<file path="src/rtl/u8sd_pkg.sv">
`timescale 1ns / 1ps
// ---------------------------------------------------------------------------
// u8sd_pkg
// Shared types and constants for the UTF-8 stream decoder.
// ---------------------------------------------------------------------------
package u8sd_pkg;

   localparam int ByteWidth  = 8;
   localparam int CpWidth    = 21;
   localparam int RspDepth   = 4;
   localparam int RspPtrBits = $clog2(RspDepth);
   localparam int RspCntBits = $clog2(RspDepth + 1);

   localparam logic [CpWidth-1:0]   ReplacementChar = 21'h00FFFD;
   localparam logic [ByteWidth-1:0] ContTestMask    = 8'hC0;
   localparam logic [ByteWidth-1:0] ContTag         = 8'h80;
   localparam logic [ByteWidth-1:0] ContPayload     = 8'h3F;
   localparam logic [ByteWidth-1:0] LeadTwoMin      = 8'hC0;
   localparam logic [ByteWidth-1:0] LeadThreeMin    = 8'hE0;
   localparam logic [ByteWidth-1:0] LeadFourMin     = 8'hF0;
   localparam logic [ByteWidth-1:0] LeadMax         = 8'hF4;
   localparam logic [ByteWidth-1:0] LeadMaskTwo     = 8'h1F;
   localparam logic [ByteWidth-1:0] LeadMaskThree   = 8'h0F;
   localparam logic [ByteWidth-1:0] LeadMaskFour    = 8'h07;

   typedef struct packed {
      logic [CpWidth-1:0] code_point;
      logic               bad_sequence;
      logic               last_of_run;
   } rsp_type;

   typedef struct packed {
      logic [1:0]         pending;
      logic [CpWidth-1:0] partial;
      logic [1:0]         rsp_count;
      rsp_type            rsp0;
      rsp_type            rsp1;
   } dec_type;

endpackage

</file>
<file path="src/rtl/utf8_stream_decoder.sv">
`timescale 1ns / 1ps
// ---------------------------------------------------------------------------
// utf8_stream_decoder
// UTF-8 byte stream to code point decoder, one byte per request.
//
//   channel  direction  payload                                   handshake
//   req      in         req_in_byte                               req_valid/req_ready
//   rsp      out        rsp_code_point, rsp_bad_sequence,         rsp_valid/rsp_ready
//                       rsp_last_of_run
//
// One request per cycle sustained while the queue has room; a request passes
// through the input register, then the response queue, before its first
// response can leave.
// A zero byte that breaks an open sequence yields two responses, which
// leave the queue in order, the replacement first.
// Reset clears the open sequence, the input register and the queue.
// A stalled rsp side holds the input register once the queue has fewer
// than two free slots; req_ready then drops.
// ---------------------------------------------------------------------------
module utf8_stream_decoder (
   input  logic                          clock,
   input  logic                          reset,
   input  logic                          req_valid,
   output logic                          req_ready,
   input  logic [u8sd_pkg::ByteWidth-1:0] req_in_byte,
   output logic                          rsp_valid,
   input  logic                          rsp_ready,
   output logic [u8sd_pkg::CpWidth-1:0]  rsp_code_point,
   output logic                          rsp_bad_sequence,
   output logic                          rsp_last_of_run
);

   logic                          in_valid_ff, in_valid_in;
   logic [u8sd_pkg::ByteWidth-1:0] in_byte_ff;
   logic [1:0]                    pending_ff;
   logic [u8sd_pkg::CpWidth-1:0]  partial_ff;
   logic                          room;
   logic                          advance;
   logic                          req_fire;
   logic [1:0]                    push_count;
   u8sd_pkg::dec_type             dec;
   u8sd_pkg::rsp_type             rsp_data;

   assign advance    = in_valid_ff && room;
   assign req_ready  = !in_valid_ff || room;
   assign req_fire   = req_valid && req_ready;
   assign push_count = advance ? dec.rsp_count : 2'd0;

   always_comb begin
      in_valid_in = in_valid_ff;
      if (req_fire) begin
         in_valid_in = 1'b1;
      end else if (advance) begin
         in_valid_in = 1'b0;
      end
   end

   always_ff @(posedge clock) begin
      if (reset) begin
         in_valid_ff <= 1'b0;
         pending_ff  <= 2'd0;
         partial_ff  <= '0;
      end else begin
         in_valid_ff <= in_valid_in;
         if (advance) begin
            pending_ff <= dec.pending;
            partial_ff <= dec.partial;
         end
      end
   end

   always_ff @(posedge clock) begin
      if (req_fire) begin
         in_byte_ff <= req_in_byte;
      end
   end

   u8sd_decode u_decode (
      .in_byte (in_byte_ff),
      .pending (pending_ff),
      .partial (partial_ff),
      .dec     (dec)
   );

   u8sd_rsp_queue u_rsp_queue (
      .clock      (clock),
      .reset      (reset),
      .push_count (push_count),
      .push0      (dec.rsp0),
      .push1      (dec.rsp1),
      .room       (room),
      .rsp_valid  (rsp_valid),
      .rsp_ready  (rsp_ready),
      .rsp_data   (rsp_data)
   );

   assign rsp_code_point   = rsp_data.code_point;
   assign rsp_bad_sequence = rsp_data.bad_sequence;
   assign rsp_last_of_run  = rsp_data.last_of_run;

   assert property (@(posedge clock) disable iff (reset)
      ((pending_ff == 2'd0) && (partial_ff == '0)) ||
      ((pending_ff == 2'd1) && (partial_ff[u8sd_pkg::CpWidth-1:15] == '0)) ||
      ((pending_ff == 2'd2) && (partial_ff[u8sd_pkg::CpWidth-1:9] == '0)) ||
      ((pending_ff == 2'd3) && (partial_ff[u8sd_pkg::CpWidth-1:3] == '0)))
      else $error("partial value wider than open sequence allows");

   assert property (@(posedge clock) disable iff (reset)
      (rsp_valid && rsp_ready && !rsp_last_of_run) |=> rsp_valid)
      else $error("second response of a request missing");

   assert property (@(posedge clock) disable iff (reset)
      (rsp_valid && !rsp_last_of_run) |-> rsp_bad_sequence)
      else $error("non-final response must be a replacement");

   assert property (@(posedge clock) disable iff (reset)
      (in_valid_ff && !room) |=> in_valid_ff && $stable(in_byte_ff))
      else $error("input register lost a held request");

endmodule

</file>
<file path="src/rtl/u8sd_decode.sv">
`timescale 1ns / 1ps
// ---------------------------------------------------------------------------
// u8sd_decode
// Single-pass decode of one byte against the open sequence state: gives the
// next state and zero, one or two responses.
// ---------------------------------------------------------------------------
module u8sd_decode (
   input  logic [u8sd_pkg::ByteWidth-1:0] in_byte,
   input  logic [1:0]                     pending,
   input  logic [u8sd_pkg::CpWidth-1:0]   partial,
   output u8sd_pkg::dec_type              dec
);

   logic [u8sd_pkg::CpWidth-1:0] shifted;
   logic [1:0]                   pending_dec;

   assign shifted     = {partial[u8sd_pkg::CpWidth-7:0],
                         in_byte[5:0] & u8sd_pkg::ContPayload[5:0]};
   assign pending_dec = pending - 2'd1;

   always_comb begin
      dec.pending   = pending;
      dec.partial   = partial;
      dec.rsp_count = 2'd0;
      dec.rsp0      = '{code_point: u8sd_pkg::ReplacementChar, bad_sequence: 1'b1,
                        last_of_run: 1'b1};
      dec.rsp1      = '{code_point: '0, bad_sequence: 1'b0, last_of_run: 1'b1};
      if (pending == 2'd0) begin
         if (!in_byte[7]) begin
            dec.rsp_count       = 2'd1;
            dec.rsp0.code_point = {{(u8sd_pkg::CpWidth-u8sd_pkg::ByteWidth){1'b0}}, in_byte};
            dec.rsp0.bad_sequence = 1'b0;
         end else if (in_byte < u8sd_pkg::LeadTwoMin || in_byte > u8sd_pkg::LeadMax) begin
            dec.rsp_count = 2'd1;
         end else if (in_byte < u8sd_pkg::LeadThreeMin) begin
            dec.pending = 2'd1;
            dec.partial = {{(u8sd_pkg::CpWidth-u8sd_pkg::ByteWidth){1'b0}},
                           in_byte & u8sd_pkg::LeadMaskTwo};
         end else if (in_byte < u8sd_pkg::LeadFourMin) begin
            dec.pending = 2'd2;
            dec.partial = {{(u8sd_pkg::CpWidth-u8sd_pkg::ByteWidth){1'b0}},
                           in_byte & u8sd_pkg::LeadMaskThree};
         end else begin
            dec.pending = 2'd3;
            dec.partial = {{(u8sd_pkg::CpWidth-u8sd_pkg::ByteWidth){1'b0}},
                           in_byte & u8sd_pkg::LeadMaskFour};
         end
      end else if ((in_byte & u8sd_pkg::ContTestMask) != u8sd_pkg::ContTag) begin
         dec.pending = 2'd0;
         dec.partial = '0;
         if (in_byte == '0) begin
            dec.rsp_count        = 2'd2;
            dec.rsp0.last_of_run = 1'b0;
         end else begin
            dec.rsp_count = 2'd1;
         end
      end else begin
         dec.pending = pending_dec;
         if (pending_dec == 2'd0) begin
            dec.partial           = '0;
            dec.rsp_count         = 2'd1;
            dec.rsp0.code_point   = shifted;
            dec.rsp0.bad_sequence = 1'b0;
         end else begin
            dec.partial = shifted;
         end
      end
   end

endmodule

</file>
<file path="src/rtl/u8sd_rsp_queue.sv">
`timescale 1ns / 1ps
// ---------------------------------------------------------------------------
// u8sd_rsp_queue
// Small response queue: takes up to two responses per cycle, hands out one.
// ---------------------------------------------------------------------------
module u8sd_rsp_queue (
   input  logic                 clock,
   input  logic                 reset,
   input  logic [1:0]           push_count,
   input  u8sd_pkg::rsp_type    push0,
   input  u8sd_pkg::rsp_type    push1,
   output logic                 room,
   output logic                 rsp_valid,
   input  logic                 rsp_ready,
   output u8sd_pkg::rsp_type    rsp_data
);

   u8sd_pkg::rsp_type                entry_ff [u8sd_pkg::RspDepth];
   logic [u8sd_pkg::RspPtrBits-1:0]  wr_ptr_ff, wr_ptr_in;
   logic [u8sd_pkg::RspPtrBits-1:0]  rd_ptr_ff, rd_ptr_in;
   logic [u8sd_pkg::RspCntBits-1:0]  count_ff, count_in;
   logic [u8sd_pkg::RspPtrBits-1:0]  wr_next;
   logic                             pop;

   assign pop       = rsp_valid && rsp_ready;
   assign rsp_valid = (count_ff != '0);
   assign rsp_data  = entry_ff[rd_ptr_ff];
   assign room      = (count_ff <= u8sd_pkg::RspCntBits'(u8sd_pkg::RspDepth - 2));
   assign wr_next   = wr_ptr_ff + 1'b1;

   always_comb begin
      wr_ptr_in = wr_ptr_ff + u8sd_pkg::RspPtrBits'(push_count);
      rd_ptr_in = rd_ptr_ff + u8sd_pkg::RspPtrBits'(pop);
      count_in  = count_ff + u8sd_pkg::RspCntBits'(push_count)
                  - u8sd_pkg::RspCntBits'(pop);
   end

   always_ff @(posedge clock) begin
      if (reset) begin
         wr_ptr_ff <= '0;
         rd_ptr_ff <= '0;
         count_ff  <= '0;
      end else begin
         wr_ptr_ff <= wr_ptr_in;
         rd_ptr_ff <= rd_ptr_in;
         count_ff  <= count_in;
      end
   end

   always_ff @(posedge clock) begin
      if (push_count != 2'd0) begin
         entry_ff[wr_ptr_ff] <= push0;
      end
      if (push_count == 2'd2) begin
         entry_ff[wr_next] <= push1;
      end
   end

   assert property (@(posedge clock) disable iff (reset)
      count_ff <= u8sd_pkg::RspCntBits'(u8sd_pkg::RspDepth))
      else $error("response queue overflow");

   assert property (@(posedge clock) disable iff (reset)
      (push_count != 2'd0) |-> room)
      else $error("push into full response queue");

   assert property (@(posedge clock) disable iff (reset)
      (rsp_valid && !rsp_ready) |=> rsp_valid && $stable(rsp_data))
      else $error("held response changed");

endmodule

</file>
<file path="config.mk">
export PLATFORM = sky130hd
export DESIGN_NAME = utf8_stream_decoder
export DESIGN_NICKNAME = d
export VERILOG_FILES = /design/src/rtl/u8sd_pkg.sv /design/src/rtl/utf8_stream_decoder.sv /design/src/rtl/u8sd_decode.sv /design/src/rtl/u8sd_rsp_queue.sv
export SDC_FILE = /design/constraint.sdc
export NUM_CORES = 1
export LEC_CHECK = 0
export BUFFER_PORTS_ARGS = -buffer_cell sky130_fd_sc_hd__buf_4
export CAP_MARGIN = 10
export CORE_AREA = 2 2 87 152
export DETAILED_ROUTE_END_ITERATION = 8
export DIE_AREA = 0 0 89 154
export GPL_TIMING_DRIVEN = 1
export REMOVE_ABC_BUFFERS = 1
export SKIP_LAST_GASP = 1
export SYNTH_ARGS = -nofsm -noshare
export SYNTH_HDL_FRONTEND = slang
export SYNTH_SLANG_ARGS = --single-unit
</file>
<file path="constraint.sdc">
create_clock -name clock -period 6.9 [get_ports clock]
set_clock_uncertainty 0.15 [all_clocks]
set_input_delay 0.345 -clock clock [delete_from_list [all_inputs] [get_ports clock]]
set_output_delay 0.345 -clock clock [all_outputs]
set_load 0.01 [all_outputs]
</file>
==> summary.md, run 1 <==
| Metric | Value |
|---|---|
| Outcome | finished clean |
| Buffer levels on the longest clock path | 2 |
| Leading cell types by total area after synthesis | dfxtp_1 43%, mux4_2 9.4%, a21oi_1 5.6% |
| Unrepaired setup endpoints after global routing | false |
| Critical path, cell by cell | inv_1 -> ha_1 -> nor3_1 -> nand3_2 -> nand2_1 -> o221a_2 |
| Capturing element of the worst setup path | u_rsp_queue.entry_ff[0][6] |
| Slew margin rel. | between 20% and 30% |
| Cell chosen for the clock root | clkbuf_16 |
| Count of flip-flops with a built-in enable after synthesis | 8 |
| Launching point of the worst reg2reg path | pending_ff[0] |
| Maximum level of the CTS H-tree | 4 |
| Met1 track demand over resource | between 20% and 30% |
| Seq cells post-synth | around 130 |
| Reg-to-reg slack, setup | approximately 3700 ps |
| Number of warnings reported in the yosys synthesis log | 0 |
| Core Box Area | approximately 12,000 um2 |
| Ratio of final minimum period to clock period | 46.7% |
| Predominant post-synthesis flop cell | dfxtp_1 |
| Endpoint arrival time on the critical path | between 3000 and 4000 ps |
| Overall overflow remaining after global route | 0 |
| Resized cells post-CTS | 0 |
| Number of remaining DRC errors | 0 |
| Average vias per placed instance | about 5.9 |
| Proportion of register bits with asynchronous set or reset after synthesis | 0% |
| Mapped cell area | 5500 um2 |
| Crit path setup slack, layout | roughly 3700 ps |
| Startpoint of the worst setup timing path | pending_ff[0] |
| Number of antenna violations at the first check in global routing | 0 |
| Total setup buffers inserted after CTS | 0 |
| Final Non-Filler Cells | between 700 and 800 |
| Aggregate global-route resource usage | 23.4% |
| Largest voltage drop on the vdd net | around 0.23 mV |
| Delay contributed by the slowest stage of the critical path | 810 ps |
| NumNets Final | between 500 and 600 |
| Portion of synthesized cell area occupied by the leading cell type | 42.6% |
| Final Cell Area | between 6000 and 7000 um2 |
| Min-Delay Path Class | input pin to flip-flop |
| Synth cell count leaders | 117 x dfxtp_1, 61 x a21oi_1, 42 x nand2_1 |
| Transition time at the pin with the least slew margin | approximately 1100 ps |
| Post-DP Area | 5800 um2 |
| Insertion delay to the later sink of the worst-skew pair | 420 ps |
| Worst hold slack across all endpoints | about 37 ps |
| Count of maximum capacitance violations | 0 |
| Synthesized area per cell | 10.7 um2 |
| Synth-to-layout area growth | 17.4% |
| Max Slew Vio Count | 0 |
| Cts-stage hold buffer count | 8 |
| Total power after layout | roughly 2.6 mW |
| Pre-CTS setup slack | 3780 ps |
| TritonCTS clock tree | built |
| Max Fclk | approximately 310 MHz |
| Endpoint class of the critical path | flip-flop |
| Final Core Density | just over 50% |
| Clock transition at the register clock pins on the worst setup and hold paths after CTS | roughly 60 ps |
| Cell with the most instances after synthesis | dfxtp_1 |
| Setup TNS | 0 ps |
| Critical path class | flip-flop to flip-flop |
| Antenna Cells | 0 |
| Instance count of the mapped netlist | approximately 500 |
| Top delay family on crit path | simple AND/OR/NAND/NOR gates |
| Global Route met2 Usage | 41.1% |
| Largest driver fanout on the critical path | 24 |
| Worst Setup Start Kind | flip-flop |
| Clock sinks | 125 |
| Number of setup violations in the final report | 0 |
| Wire length of the first global-routing pass | 23,700 um |
| Effective utilization at floorplan | roughly 44% |
| Data required time of the critical path | 7050 ps |
| Post-DP HPWL | about 11,000 um |
| Vertical die dimension | around 150 um |
| Power density over the cells | ~400 nW/um2 |
| Number of buffers added on ports | 36 |
| Placed cell count | just under 700 |
| End of the worst register-to-register path | u_rsp_queue.entry_ff[0][6] |
| Number of library cell types mapped by synthesis | 56 |
| Proportion of layout cells with a drive suffix above 1 | between 20% and 30% |
| Global route hottest layer | met2 |
| Router iterations before antenna repair | 5 |
| Static Leak | 2.37 nW |
| Overall die width | between 80 and 90 um |
| CP Buf/Inv Count | 1 |
| Average wire per cell in the routed design | between 20 and 25 um |
| Library cell with the largest summed area after synthesis | dfxtp_1 |
| CTS Buf Count | 17 |
| Cell row count | 54 |
| Sequential-to-total area share from yosys stat | about 47% |
| R2r worst-path depth | 6 |
| Final Routed Wirelength | approximately 15,000 um |
| Tmin final | 3220 ps |
| Die area | roughly 14,000 um2 |
| Vias in the first global route | 4,373 |
| Antenna-violating nets left | 0 |
| Starting DRT DRC Count | roughly 310 |
| Path length in cells of the critical path | 6 |
| Count of boundary I/O pins | 37 |
| Count of final hold-check violations | 0 |
| Met3 Usage GRT | roughly 5% |
| Largest net degree at the start of global routing | 26 |
| Critical path's slowest cell | ha_1 |
| RD Place Congestion | 0.932 |
| Via total after detailed routing | around 4,300 |
==> worst min path at each step <==
stage / from / endpoint / slack, ps / cells after the start
after global routing: req_valid / in_valid_ff / 40 / 3
after CTS: req_valid / in_valid_ff / 30 / 3
final: req_valid / in_valid_ff / 40 / 3
after detailed placement: u_rsp_queue.entry_ff[1][1] / u_rsp_queue.entry_ff[1][1] / 290 / 2
after global placement: u_rsp_queue.entry_ff[1][1] / u_rsp_queue.entry_ff[1][1] / 290 / 2
after floorplan: reset / u_rsp_queue.count_ff[1] / 260 / 1
==> cell usage in the layout, fill, tap and decap left out, types with 7 or more instances in the layout <==
cell type	Yosys	final
o21a_1	33	33
o211a_1	10	10
a22o_1	21	21
nand2_1	42	42
nor3_1	7	7
dfxtp_1	117	116
edfxtp_1	8	8
buf_4	1	41
o21ai_0	9	9
clkbuf_16	0	17
o221a_2	17	17
ha_1	7	7
nor2_1	18	18
mux4_2	23	23
a21oi_1	61	61
nand3_1	23	23
dlygate4sd3_1	0	8
inv_1	9	9
==> registers in the layout, indices dropped and copies added (netlist names) <==
name and flops:
u_rsp_queue.entry_ff 92, in_valid_ff 1, in_byte_ff 8, u_rsp_queue.rd_ptr_ff 2, partial_ff 15, u_rsp_queue.count_ff 3
u_rsp_queue.wr_ptr_ff 2, pending_ff 2
==> cells by family (layout without fill, tap and decap cells) <==
family / Yosys count / in the layout / share of synthesized area [%]
xor+xnor: 5 / 5 / 0.796
compound gates: 172 / 172 / 23.0
mux: 23 / 23 / 9.42
fa+ha+maj: 8 / 8 / 1.96
flops: 125 / 125 / 47.0
buf+inv: 48 / 90 / 4.64
simple gates: 131 / 131 / 13.3
==> layer usage <==
| layer | part of all wire, % | wire length [um] | vias up |
|---|---|---|---|
| met1 | 37 | 5650 | 2100 |
| met5 | 0 | 0 | - |
| met4 | 4.3 | 658 | 0 |
| met3 | 4.4 | 680 | 46 |
| met2 | 54 | 8310 | 155 |
| li1 | - | - | 1990 |
==> cell type report <==
type                    count  area, um2
fillers                  1151       5970
multi-input cells         339       2660
flip-flops and latches    125       2580
clock buffers              21        460
repair buffers             49        388
well taps                 168        210
clock inverters            10        116
inverters                  10       37.5
==> worst min-delay path, delay by kind of cell <==
| family | cells | cell delay (ps) |
|---|---|---|
| AOI/OAI and AO/OA | 1 | 50 |
| buffers and inverters | 2 | 160 |
==> power breakdown <==
group | internal [mW] | switching [mW] | leakage (nW) | total, mW
registers | 0.914 | 0.139 | 1.04 | 1.05
clock network | 0.548 | 0.324 | 0.279 | 0.872
logic | 0.402 | 0.280 | 1.05 | 0.681
Power figures use the tool's default switching activity.
==> run 2, diff against run 1 <==
clock period = 3.4 ns   (was 6.9 ns; I/O delays follow)
==> summary.md, run 2 (synthesis results as in run 1) <==
| Metric | Value |
|---|---|
| TritonCTS clock tree | built |
| Count of final hold-check violations | 0 (unchanged) |
| Number of setup violations in the final report | 0 (unchanged) |
| Largest net degree at the start of global routing | 26 (unchanged) |
| Die area | 13,700 um2 (unchanged) |
| Critical path class | flip-flop to flip-flop |
| Count of maximum capacitance violations | 0 (unchanged) |
| Most frequent cells in the layout | 117 x dfxtp_1, 61 x a21oi_1, 54 x buf_4 |
| CTS Buf Count | 17 (unchanged) |
| Largest voltage drop on the vdd net | 0.510 mV (+120%) |
| Insertion delay to the later sink of the worst-skew pair | 420 ps (about the same) |
| Data required time of the critical path | 3550 ps (-3500 ps) |
| Post-DP HPWL | 11,000 um (+4.0%) |
| Wire length of the first global-routing pass | 25,100 um (+6.2%) |
| Clock transition at the register clock pins on the worst setup and hold paths after CTS | 60 ps (about the same) |
| Number of remaining DRC errors | 0 (unchanged) |
| Ratio of final minimum period to clock period | 85.7% (+39 points) |
| Pre-CTS setup slack | 504 ps (-3280 ps) |
| Maximum level of the CTS H-tree | 4 (unchanged) |
| Final Routed Wirelength | 15,900 um (+3.8%) |
| Starting DRT DRC Count | 306 (unchanged) |
| Resized cells post-CTS | 0 (unchanged) |
| Clock sinks | 125 (unchanged) |
| Buffer levels on the longest clock path | 2 (unchanged) |
| Via total after detailed routing | 4,333 (+0.98%) |
| Final Core Density | 52.7% (+0.80 points) |
| Setup TNS | 0 ps (unchanged) |
| Max Slew Vio Count | 0 (unchanged) |
| Number of antenna violations at the first check in global routing | 0 (unchanged) |
| Router iterations before antenna repair | 5 (unchanged) |
| Endpoint class of the critical path | flip-flop |
| Tmin final | 2910 ps (-305 ps) |
| Number of buffers added on ports | 36 (unchanged) |
| Reg-to-reg slack, setup | 490 ps (-3190 ps) |
| Cell row count | 54 (unchanged) |
| Endpoint arrival time on the critical path | 3070 ps (-300 ps) |
| RD Place Congestion | 0.943 (+1.1%) |
| Transition time at the pin with the least slew margin | 828 ps (-230 ps) |
| Average vias per placed instance | 5.87 (-1.2%) |
| Count of boundary I/O pins | 37 (unchanged) |
| Antenna Cells | 0 (unchanged) |
| Outcome | finished clean |
| Overall overflow remaining after global route | 0 (unchanged) |
| Largest driver fanout on the critical path | 15 (-38%) |
| Core Box Area | 12,400 um2 (unchanged) |
| Vias in the first global route | 4,540 (+3.8%) |
| Number of flip-flops in the largest register | 92 (unchanged) |
| Worst Setup Start Kind | flip-flop |
| Average wire per cell in the routed design | 21.5 um (+1.6%) |
| Overall die width | 89 um (unchanged) |
| Crit path setup slack, layout | 486 ps (-3190 ps) |
| Leading registers by flop count | u_rsp_queue.entry_ff x92, partial_ff x15, in_byte_ff x8 |
| Static Leak | 2.44 nW (+3.0%) |
| Top reg by flops | u_rsp_queue.entry_ff |
| Synth-to-layout area growth | 19.2% |
| Effective utilization at floorplan | 44.2% (unchanged) |
| Min-Delay Path Class | input pin to flip-flop |
| Power density over the cells | 799 nW/um2 (+98%) |
| Cell chosen for the clock root | clkbuf_16 |
| Aggregate global-route resource usage | 24.9% (+1.5 points) |
| NumNets Final | 578 (+2.8%) |
| Leading cell type in the layout, fill and taps excluded | dfxtp_1 |
| Antenna-violating nets left | 0 (unchanged) |
| Proportion of layout cells with a drive suffix above 1 | 24.2% (+1.5 points) |
| Slew margin rel. | 44.4% (+15 points) |
| Max Fclk | 343 MHz (+10%) |
| Unrepaired setup endpoints after global routing | false |
| Vertical die dimension | 154 um (unchanged) |
-- run 2: layout make-up --
class	instances	area, um2
clock inverters	10	88.8
fillers	1167	5870
well taps	168	210
repair buffers	65	515
clock buffers	21	460
multi-input cells	339	2660
inverters	10	37.5
flip-flops and latches	125	2580
-- run 2: worst max-delay path: stages, from the launching register on --
cell	delay [ps]
dfxtp_1	330
inv_1	70
ha_1	430
nor3_1	430
nand2_1	220
ha_1	350
fa_1	440
xnor2_1	180
xnor2_1	140
nor2_1	50
-- run 2: path summary, 6_finish.rpt --
path / startpoint / endpoint / depth (start not counted)
hold / removal: rsp_ready / u_rsp_queue.rd_ptr_ff[0] / 4
hold reg to reg: pending_ff[1] / pending_ff[1] / 2
setup / recovery: pending_ff[0] / u_rsp_queue.count_ff[2] / 9
setup reg to reg: pending_ff[0] / u_rsp_queue.count_ff[2] / 9
-- run 2: layer usage --
| layer | GRT usage (%) | up-vias | share of wire [%] |
|---|---|---|---|
| li1 | - | 2016 | - |
| met1 | 26.7 | 2153 | 37 |
| met2 | 45.0 | 122 | 56 |
| met3 | 5.10 | 42 | 3.4 |
| met4 | 11.4 | 0 | 3.4 |
| met5 | 0 | - | 0 |
-- run 2: report_power, final --
part	internal, mW	switching [mW]	leakage [nW]	total [mW]
clock network	1.04	0.656	0.270	1.69
registers	1.85	0.233	1.04	2.09
logic	0.833	0.630	1.14	1.46
total	3.72	1.52	2.44	5.24
-- run 2: per-stage QoR --
stage                     cells  area (um2)  power [mW]  hold WS, ps
after global placement      696        5900        3.53          206
after floorplan             474        5280        3.00         86.7
after CTS                   738        6560        5.28          111
after global routing        738        6560        5.49          160
final                       738        6560        5.24          118
after detailed placement    696        5900        3.58          204
-- run 2: repair_timing --
item,CTS,global route
setup buffers,0,0
hold buffers,11,0
endpoints found under the hold margin,30,0
==> run 3, diff against run 2 <==
ABC_AREA = 1   (was unset)
CORE_AREA = 2 2 91 159   (was 2 2 87 152)
DIE_AREA = 0 0 93 161   (was 0 0 89 154)
==> summary.md, run 3 <==
| Metric | Value |
|---|---|
| Count of flip-flops with a built-in enable after synthesis | 8 (unchanged) |
| Die area | 15,000 um2 (+9.2%) |
| Overall die width | 93 um (+4.5%) |
| Number of setup violations in the final report | 0 (unchanged) |
| Register Area | 2580 um2 (unchanged) |
| Setup TNS | 0 ps (unchanged) |
| Outcome | finished clean |
| Number of buffers added on ports | 36 (unchanged) |
| Total setup buffers inserted after CTS | 0 (unchanged) |
| Largest driver fanout on the critical path | 31 (+16) |
| Mapped cell area | 6040 um2 (+9.8%) |
| Synthesized area per cell | 6.99 um2 (-35%) |
| Library cell with the largest summed area after synthesis | dfxtp_1 |
| Leading registers by flop count | u_rsp_queue.entry_ff x92, partial_ff x15, in_byte_ff x8 |
| Effective utilization at floorplan | 44.1% (-0.12 points) |
| Cell with the most instances after synthesis | nor2_1 |
| Crit path setup slack, layout | 858 ps (+372 ps) |
| Count of final hold-check violations | 0 (unchanged) |
| Synth cell count leaders | 158 x nor2_1, 138 x nand2_1, 117 x dfxtp_1 |
| Endpoint arrival time on the critical path | 2690 ps (-380 ps) |
| Worst hold slack across all endpoints | 249 ps (+131 ps) |
| Antenna Cells | 0 (unchanged) |
| Worst Setup Start Kind | flip-flop |
| Sequential-to-total area share from yosys stat | 42.7% (-4.2 points) |
| Power dissipated by switching net loads | 2.13 mW (+40%) |
| Total power after layout | 6.16 mW (+18%) |
| Number of antenna violations at the first check in global routing | 0 (unchanged) |
| Slew margin rel. | 44.2% (-0.14 points) |
| Reg-to-reg slack, setup | 860 ps (+370 ps) |
| Most frequent cells in the layout | 155 x nor2_1, 138 x nand2_1, 117 x dfxtp_1 |
| Overall overflow remaining after global route | 0 (unchanged) |
| Portion of synthesized cell area occupied by the leading cell type | 38.8% (-3.8 points) |
| Starting DRT DRC Count | 404 (+32%) |
| TritonCTS clock tree | built |
| Final Routed Wirelength | 16,800 um (+5.8%) |
| R2r worst-path depth | 11 (+2) |
| Post-DP HPWL | 10,700 um (-2.3%) |
| Clock network fraction of design power | 29.2% (-3.1 points) |
| Count of maximum capacitance violations | 0 (unchanged) |
| End point of the most critical hold path | u_rsp_queue.rd_ptr_ff[0] |
| Proportion of layout cells with a drive suffix above 1 | 10.3% (-14 points) |
| Antenna-violating nets left | 0 (unchanged) |
| Proportion of register bits with asynchronous set or reset after synthesis | 0% (unchanged) |
| Leading cell type in the layout, fill and taps excluded | nor2_1 |
| End of the worst register-to-register path | u_rsp_queue.entry_ff[1][3] |
| Tmin final | 2540 ps (-372 ps) |
| Transition time at the pin with the least slew margin | 836 ps (+7.53 ps) |
| Leading cell types by total area after synthesis | dfxtp_1 39%, nor2_1 9.8%, a21oi_1 9.6% |
| Seq cells post-synth | 125 (unchanged) |
| Number of flip-flops in the largest register | 92 (unchanged) |
| Ratio of final minimum period to clock period | 74.8% (-11 points) |
| Number of library cell types mapped by synthesis | 32 (-43%) |
| Power density over the cells | 875 nW/um2 (+9.4%) |
| Largest voltage drop on the vdd net | 0.465 mV (-8.8%) |
| Endpoint class of the critical path | flip-flop |
| Fraction of power spent switching nets | 34.6% (+5.7 points) |
| Buffer levels on the longest clock path | 2 (unchanged) |
| RD Place Congestion | 0.930 (-1.4%) |
| Launching point of the worst reg2reg path | pending_ff[0] |
| Number of remaining DRC errors | 0 (unchanged) |
| Design internal power | 4.03 mW (+8.2%) |
| Number of warnings reported in the yosys synthesis log | 0 (unchanged) |
| Clock sinks | 125 (unchanged) |
| Router iterations before antenna repair | 5 (unchanged) |
| Unrepaired setup endpoints after global routing | false |
| Top reg by flops | u_rsp_queue.entry_ff |
| Pre-CTS setup slack | 902 ps (+398 ps) |
| Max Slew Vio Count | 0 (unchanged) |
| Cell row count | 57 (+5.6%) |
| Maximum level of the CTS H-tree | 4 (unchanged) |
| Vertical die dimension | 161 um (+4.5%) |
| NumNets Final | 902 (+56%) |
| Insertion delay to the later sink of the worst-skew pair | 410 ps (about the same) |
| Core Box Area | 13,700 um2 (+10%) |
| Min-Delay Path Class | input pin to flip-flop |
| Count of boundary I/O pins | 37 (unchanged) |
| Area used by multi-input combinational logic | 2970 um2 (+12%) |
| Power share of the sequential group | 36.7% (-3.1 points) |
| Clock transition at the register clock pins on the worst setup and hold paths after CTS | 50 ps (about the same) |
| CTS Buf Count | 17 (unchanged) |
| Depth of the worst hold-timing path | 5 (+1) |
| Average wire per cell in the routed design | 15.7 um (-27%) |
| Cell chosen for the clock root | clkbuf_16 |
| Max Fclk | 393 MHz (+15%) |
| Static Leak | 3.37 nW (+38%) |
| Synth-to-layout area growth | 16.5% |
| Vias in the first global route | 5,444 (+20%) |
| Aggregate global-route resource usage | 23.1% (-1.8 points) |
| Data required time of the critical path | 3550 ps (about the same) |
| Critical path class | flip-flop to flip-flop |
| Instance count of the mapped netlist | 864 (+69%) |
| Largest net degree at the start of global routing | 62 (+140%) |
| Combinational Power Share | 34.1% (+6.2 points) |
| Via total after detailed routing | 5,841 (+35%) |
| Wire length of the first global-routing pass | 27,400 um (+8.9%) |
| Average vias per placed instance | 5.45 (-7.1%) |
| Number of fill cells in the layout | 1,411 (+21%) |
| HP Start | rsp_ready |
| Predominant post-synthesis flop cell | dfxtp_1 |
run 3: cell types whose count changed in the layout (fill, tap and decap cells not counted), sizes merged, moves of 9 or more:
cell	before	now
nand2	44	140
nor2	18	161
mux4	23	0
o22ai	3	20
o211a	10	1
a22o	21	0
a21oi	61	116
o21a	34	0
o21ai	11	62
inv	12	40
o221a	21	0
nand3	24	112
run 3: cells by family (layout without fill, tap and decap cells):
logic type                 after synthesis  count (layout)  share of synthesized area [%]
buffers and inverters                  105             135                           8.41
and+or+nand+nor                        420             420                           29.2
adders and majority gates                8               8                           1.78
DFF                                    125             125                           42.7
AOI/OAI and AO/OA                      202             202                           17.3
xor gates and xnor gates                 4               4                          0.580
run 3: layout make-up:
type                            instances  share of cell area [%]
Clock buffer                           25                    7.18
Timing Repair Buffer                   63                    7.46
Clock inverter                          6                    1.17
Inverter                               41                    2.19
Tap cell                              177                    3.15
Sequential cell                       125                    36.7
Multi-Input combinational cell        634                    42.2
run 3: worst max-delay path by stage:
stage / slack [ps] / to / cells after the start / from
6_report: 860 / u_rsp_queue.entry_ff[1][3] / 11 / pending_ff[0]
5_1_grt: 620 / u_rsp_queue.entry_ff[1][3] / 11 / pending_ff[0]
4_1_cts: 900 / u_rsp_queue.entry_ff[1][3] / 11 / pending_ff[0]
3_5_place_dp: 900 / u_rsp_queue.entry_ff[3][1] / 11 / pending_ff[0]
3_3_place_gp: 940 / u_rsp_queue.entry_ff[3][16] / 9 / in_byte_ff[7]
2_1_floorplan: 380 / u_rsp_queue.entry_ff[2][10] / 5 / u_rsp_queue.wr_ptr_ff[0]
run 3: timing repair:
action	in CTS	in global routing
resized for setup	0	0
endpoints found under the hold margin	24	0
hold buffers	11	0
run 3: layer usage:
metal	share of wire [%]	wire length [um]	track usage, %
met5	0	0	0
met4	2.3	391	8.49
met3	4.4	737	4.34
met2	53	8830	41.5
met1	41	6840	26.9
run 3: metrics by stage:
stage	cell area (um2)	util, %	instances
floorplan	5690	-	800
global placement	6340	46.3	1029
detailed placement	6340	46.3	1029
CTS	7040	51.4	1071
global route	7040	51.4	1071
finish	7040	51.4	1071
run 3: power groups by stage:
stage / logic [mW] / clock network (mW) / registers (mW)
2_1_floorplan: 1.28 / 0 / 2.25
3_5_place_dp: 2.12 / 0 / 2.28
4_1_cts: 2.14 / 1.82 / 2.26
3_3_place_gp: 2.07 / 0 / 2.26
5_1_grt: 2.37 / 1.89 / 2.31
6_report: 2.10 / 1.80 / 2.26
run 3: worst max-delay path, stage by stage, from the launching register on:
cell	delay [ps]
dfxtp_1	350
inv_1	70
ha_1	270
inv_1	120
buf_4	300
nand2_1	120
nand2_1	410
inv_1	200
nand2_1	190
nand3_1	100
nand2_1	100
nor2_1	50
